$ cat src/sv/rvcq1_pkg.sv
// Shared definitions for the RV32C quadrant-1 expander.
// Holds the opcode and function codes and the decode result type; no dependencies.
`timescale 1ns / 1ps

package rvcq1_pkg;

  // Compressed quadrant and funct3 codes of quadrant 1.
  localparam logic [1:0] QUADRANT1 = 2'b01;
  localparam logic [2:0] C3_ADDI   = 3'b000;
  localparam logic [2:0] C3_LI     = 3'b010;
  localparam logic [2:0] C3_LUI    = 3'b011;
  localparam logic [2:0] C3_ALU    = 3'b100;

  // funct2 codes of the arithmetic group, bits [11:10].
  localparam logic [1:0] F2_SRLI = 2'b00;
  localparam logic [1:0] F2_SRAI = 2'b01;
  localparam logic [1:0] F2_ANDI = 2'b10;
  localparam logic [1:0] F2_REG  = 2'b11;

  // Register-register selector, bits [6:5].
  localparam logic [1:0] SEL_SUB = 2'b00;
  localparam logic [1:0] SEL_XOR = 2'b01;
  localparam logic [1:0] SEL_OR  = 2'b10;
  localparam logic [1:0] SEL_AND = 2'b11;

  // RV32I encoding fields.
  localparam logic [6:0] OPC_OP     = 7'b0110011;
  localparam logic [6:0] OPC_OPIMM  = 7'b0010011;
  localparam logic [6:0] OPC_LUI    = 7'b0110111;
  localparam logic [6:0] FUNCT7_ALT = 7'h20;
  localparam logic [6:0] FUNCT7_STD = 7'h00;
  localparam logic [2:0] F3_ADD     = 3'b000;
  localparam logic [2:0] F3_XOR     = 3'b100;
  localparam logic [2:0] F3_SR      = 3'b101;
  localparam logic [2:0] F3_OR      = 3'b110;
  localparam logic [2:0] F3_AND     = 3'b111;
  localparam logic [4:0] REG_ZERO   = 5'd0;
  localparam logic [4:0] REG_SP     = 5'd2;

  typedef struct packed {
    logic [31:0] word;
    logic        illegal;
  } expand_result_t;

endpackage

$ cat src/sv/rvcq1_decoder.sv
// Combinational expansion of one quadrant-1 compressed halfword to RV32I.
// Depends on rvcq1_pkg for the encoding constants and the result type.
`timescale 1ns / 1ps

module rvcq1_decoder import rvcq1_pkg::*; (
  input  logic [15:0]    cinstr,
  output expand_result_t result
);

  logic [2:0]  funct3;
  logic [1:0]  funct2;
  logic [1:0]  sel;
  logic [4:0]  rd;
  logic [4:0]  rdp;
  logic [4:0]  rs2p;
  logic [4:0]  low5;
  logic [11:0] imm6;
  logic [11:0] imm16sp;
  logic [19:0] imm_lui;
  logic [31:0] word;
  logic        bad;

  assign funct3 = cinstr[15:13];
  assign funct2 = cinstr[11:10];
  assign sel    = cinstr[6:5];
  assign rd     = cinstr[11:7];
  assign rdp    = {2'b01, cinstr[9:7]};
  assign rs2p   = {2'b01, cinstr[4:2]};
  assign low5   = cinstr[6:2];
  assign imm6   = {{6{cinstr[12]}}, cinstr[12], low5};
  assign imm16sp = {{3{cinstr[12]}}, cinstr[4:3], cinstr[5],
                    cinstr[2], cinstr[6], 4'b0000};
  assign imm_lui = {{14{cinstr[12]}}, cinstr[12], low5};

  always_comb begin
    word = '0;
    bad  = 1'b0;
    if (cinstr[1:0] != QUADRANT1) begin
      bad = 1'b1;
    end else begin
      case (funct3)
        C3_ADDI: word = {imm6, rd, F3_ADD, rd, OPC_OPIMM};
        C3_LI:   word = {imm6, REG_ZERO, F3_ADD, rd, OPC_OPIMM};
        C3_LUI: begin
          if (rd == REG_SP) begin
            word = {imm16sp, REG_SP, F3_ADD, REG_SP, OPC_OPIMM};
          end else begin
            word = {imm_lui, rd, OPC_LUI};
          end
        end
        C3_ALU: begin
          case (funct2)
            F2_SRLI, F2_SRAI: begin
              // A zero shift amount is reserved in RV32C.
              if (low5 == 5'd0) begin
                bad = 1'b1;
              end else begin
                word = {1'b0, (funct2 == F2_SRAI), 5'b00000, low5, rdp, F3_SR, rdp, OPC_OPIMM};
              end
            end
            F2_ANDI: word = {imm6, rdp, F3_AND, rdp, OPC_OPIMM};
            F2_REG: begin
              if (cinstr[12]) begin
                bad = 1'b1;
              end else begin
                case (sel)
                  SEL_SUB: word = {FUNCT7_ALT, rs2p, rdp, F3_ADD, rdp, OPC_OP};
                  SEL_XOR: word = {FUNCT7_STD, rs2p, rdp, F3_XOR, rdp, OPC_OP};
                  SEL_OR:  word = {FUNCT7_STD, rs2p, rdp, F3_OR,  rdp, OPC_OP};
                  SEL_AND: word = {FUNCT7_STD, rs2p, rdp, F3_AND, rdp, OPC_OP};
                  default: bad = 1'b1;
                endcase
              end
            end
            default: bad = 1'b1;
          endcase
        end
        default: bad = 1'b1;
      endcase
    end
    if (bad) begin
      word = '0;
    end
  end

  assign result.word    = word;
  assign result.illegal = bad;

endmodule

$ cat src/sv/rvc_quadrant1_expander.sv
// Top level of the RV32C quadrant-1 expander: input register, decoder, result register.
// Depends on rvcq1_pkg and rvcq1_decoder.
`timescale 1ns / 1ps

// One compressed halfword is taken at each rising edge at which start is high;
// busy is always low, so a transfer can happen every cycle. The expanded word
// and the illegal flag appear with done once the input register and then the
// result register (loaded through the decoder) have taken the halfword, so
// results follow back to back at one per cycle. They stay for one cycle only:
// the receiver must take them then. Illegal encodings give an expanded word of
// zero.
module rvc_quadrant1_expander import rvcq1_pkg::*; (
  input  logic        clk,
  input  logic        rst,
  input  logic        start,
  output logic        busy,
  input  logic [15:0] cinstr,
  output logic        done,
  output logic [31:0] expanded_word,
  output logic        illegal
);

  logic           in_valid;
  logic [15:0]    in_word;
  expand_result_t decoded;
  logic           out_valid;
  expand_result_t out_result;

  assign busy = 1'b0;

  always_ff @(posedge clk) begin
    if (rst) begin
      in_valid  <= 1'b0;
      out_valid <= 1'b0;
    end else begin
      in_valid  <= start && !busy;
      out_valid <= in_valid;
    end
  end

  always_ff @(posedge clk) begin
    in_word    <= cinstr;
    out_result <= decoded;
  end

  rvcq1_decoder u_decoder (
    .cinstr (in_word),
    .result (decoded)
  );

  assign done          = out_valid;
  assign expanded_word = out_result.word;
  assign illegal       = out_result.illegal;

  // Every result comes from an earlier transfer, through the input and result registers.
  assert property (@(posedge clk) disable iff (rst) done |-> $past(start, 2))
    else $error("done without a transfer two cycles earlier");

  // An illegal result carries a zero word.
  assert property (@(posedge clk) disable iff (rst) (done && illegal) |-> expanded_word == 32'd0)
    else $error("illegal result with a nonzero word");

  // A legal result is always a full 32-bit encoding.
  assert property (@(posedge clk) disable iff (rst)
                   (done && !illegal) |-> expanded_word[1:0] == 2'b11)
    else $error("legal result without a 32-bit opcode");

  // A halfword outside quadrant 1 is always flagged.
  assert property (@(posedge clk) disable iff (rst)
                   (done && $past(cinstr[1:0], 2) != QUADRANT1) |-> illegal)
    else $error("wrong quadrant not flagged");

endmodule

$ cat config.mk
export PLATFORM = sky130hd
export DESIGN_NAME = rvc_quadrant1_expander
export DESIGN_NICKNAME = d
export VERILOG_FILES = /design/src/sv/rvcq1_pkg.sv /design/src/sv/rvcq1_decoder.sv /design/src/sv/rvc_quadrant1_expander.sv
export SDC_FILE = /design/constraint.sdc
export NUM_CORES = 1
export LEC_CHECK = 0
export ABC_AREA = 1
export BUFFER_PORTS_ARGS = -buffer_cell sky130_fd_sc_hd__buf_2
export CORE_ASPECT_RATIO = 1.5
export CORE_MARGIN = 4
export CORE_UTILIZATION = 27
export CTS_CLUSTER_DIAMETER = 60
export DETAILED_ROUTE_END_ITERATION = 16
export GPL_ROUTABILITY_DRIVEN = 0
export GPL_TIMING_DRIVEN = 0
export PLACE_DENSITY = 0.59
export SLEW_MARGIN = 10
export SYNTH_ARGS = -nofsm -noshare
export SYNTH_HDL_FRONTEND = slang
export SYNTH_SLANG_ARGS = --single-unit
$ cat constraint.sdc
create_clock -name clk -period 2.95 [get_ports clk]
set_input_delay 0.295 -clock clk [delete_from_list [all_inputs] [get_ports clk]]
set_output_delay 0.295 -clock clk [all_outputs]
set_load 0.1 [all_outputs]
==> out/results.tsv <==
metric	value	unit
outcome	finished clean	
chipWidth	71.0	µm
synth_area	0.00161	mm²
ys_warn_count	0	
cts_buffer_depth	2	
initial_core_util	0.278	
final.period_utilization	0.500	
viasPerCell	4.20	
vias	1375	
synth_common_cells	46 x dfxtp_1, 30 x inv_1, 30 x nand2_1	
finalWirelength	3510	µm
max-cap-violations	0	
place_hpwl	2840	µm
synthDistinctLibCells	19	
avgSynthCellArea	8.21	µm²
finalSetupViolations	0	
ant_nets	0	
antennaDiodeCount	0	
yosysTopAreaCellShare	0.572	
worstSkewPairLatency	290	ps
critPathMostFrequentCell	nor2_1	
final-hold-violation-count	0	
cp_slowest_cell	dfxtp_1	
slew_violations	0	
hp-start	cinstr[11]	
die_y	103	µm
dieArea	0.00728	mm²
rsz0062_at_grt	no	
worstPathMaxFanout	7	
finClkSkew	5.57	ps
place_area	0.00196	mm²
ys_top_cells_by_area	dfxtp_1 57%, inv_1 7.0%, nand2_1 7.0%	
hold-worst-slack	101	ps
numPortBuffers	50	
arrival	1700	ps
seqCellArea	921	µm²
grt_pass1_wl	5780	µm
yosysMostFrequentCell	dfxtp_1	
crit_chain	nor2_1 > inv_1 > nor2_1 > o21ai_0 > a21oi_1	
clock_sinks	46	
synth_edf_count	0	
nFillCells	645	
cp-start-kind	flop	
drc	0	
total_power	1170	µW
worstHoldPathType	input port to flop	
critPathRequiredTime	3170	ps
cts_hold_buffers	0	
io_pins	54	
synthFlopType	dfxtp_1	
gr-usage-all-layers	0.103	
peakVddDrop	0.000232	V
multi_input_area	512	µm²
drtPass1Iterations	4	
cts_tree	yes	
core	0.00579	mm²
finalCriticalPeriod	1480	ps
post_cts_buffers	0	
synthArstFlopShare	0	
grt_pass1_vias	1332	
r2r_start	in_word[10]$_DFF_P_	
wl_per_cell	10.7	µm
cts_buffers	5	
root_buffer	clkbuf_8	
syn_to_final_growth	26.4	%
antenna_found_initial	0	
power.density	574	mW/mm²
synth_area_leader_cell	dfxtp_1	
finalNetCount	274	
grt.overflow.total	0	
ys_ff_latch	46	
leakagePower	0.00104	µW
instances_no_fill	327	
end_kind	flop	
fmax	678	MHz
criticalPathCategory	flop to flop	
h-tree-depth	2	
rows	34	
placedCellCount	320	
max_stage_delay	390	ps
seq_area_frac_synth	0.572	
drive_gt1_frac	0.271	
finalSetupTns	0	ps
cts_resized	0	
clk_pin_slew	70	ps
final_area	0.00203	mm²
syn_inst	196	
crit_start	in_word[10]$_DFF_P_	
grt_max_degree	13	
dr.first_iter.drc_count	26	
[cells in the final DEF, fill, tap and decap left out, drive strengths merged, types with 2 or more instances in the layout]
master  synthesis  final
nand3          15     15
a21oi          20     20
dfxtp          46     46
buf             8     58
clkbuf          0      7
inv            30     30
o21ai           7      7
nand4           2      2
conb            1      3
nand2          33     33
nor2           30     30
[cell families (layout without fill, tap and decap cells)]
| group | count (synthesis) | count (layout) | share of synthesized area |
|---|---|---|---|
| and+or+nand+nor | 81 | 81 | 0.215 |
| DFF | 46 | 46 | 0.572 |
| buffers and inverters | 39 | 96 | 0.114 |
| other | 1 | 3 | 0.00233 |
| AOI/OAI and AO/OA | 29 | 29 | 0.0956 |
[report_power, final]
part	switching, µW	internal, µW
Clock	181	163
Combinational	132	36.4
Sequential	14.2	641
[through the flow]
stage                     utilization  worst slack, ps
after floorplan                     -             1280
after global placement          0.338             1540
after detailed placement        0.338             1520
after CTS                       0.351             1490
after global routing            0.351             1340
final                           0.351             1470
[final timing paths]
| path | slack, ps | depth (start not counted) | endpoint |
|---|---|---|---|
| hold / removal | 100 | 1 | in_word[11]$_DFF_P_ |
| setup / recovery | 1470 | 5 | expanded_word[16]$_SDFF_PP0_ |
| hold reg to reg | 410 | 2 | done$_SDFF_PP0_ |
| setup reg to reg | 1470 | 5 | expanded_word[16]$_SDFF_PP0_ |
[sequential cells by signal (all words and copies together) (netlist names)]
| register | cells |
|---|---|
| illegal | 1 |
| expanded_word | 27 |
| in_valid | 1 |
| done | 1 |
| in_word | 16 |
[metal layers]
metal / track usage / vias up / wire length, µm
met5: 0 / - / 0
met4: 0.0680 / 0 / 150
met3: 0.0283 / 10 / 200
met2: 0.194 / 41 / 1920
met1: 0.0966 / 607 / 1240
li1: - / 717 / -
[cell type report]
class,count,share of cell area
inverters,31,0.0572
clock buffers,7,0.0375
well taps,72,0.0443
repair buffers,50,0.123
multi-input cells,113,0.252
flip-flops and latches,46,0.453
plain buffers,8,0.0332
[critical path: cells and delay by family, from the launching register on]
family                 cells  cell delay (ps)
and+or+nand+nor            2              550
buffers and inverters      1               70
DFF                        1              390
AOI/OAI and AO/OA          2              410
Note: power is estimated with default switching activity, not from simulation.
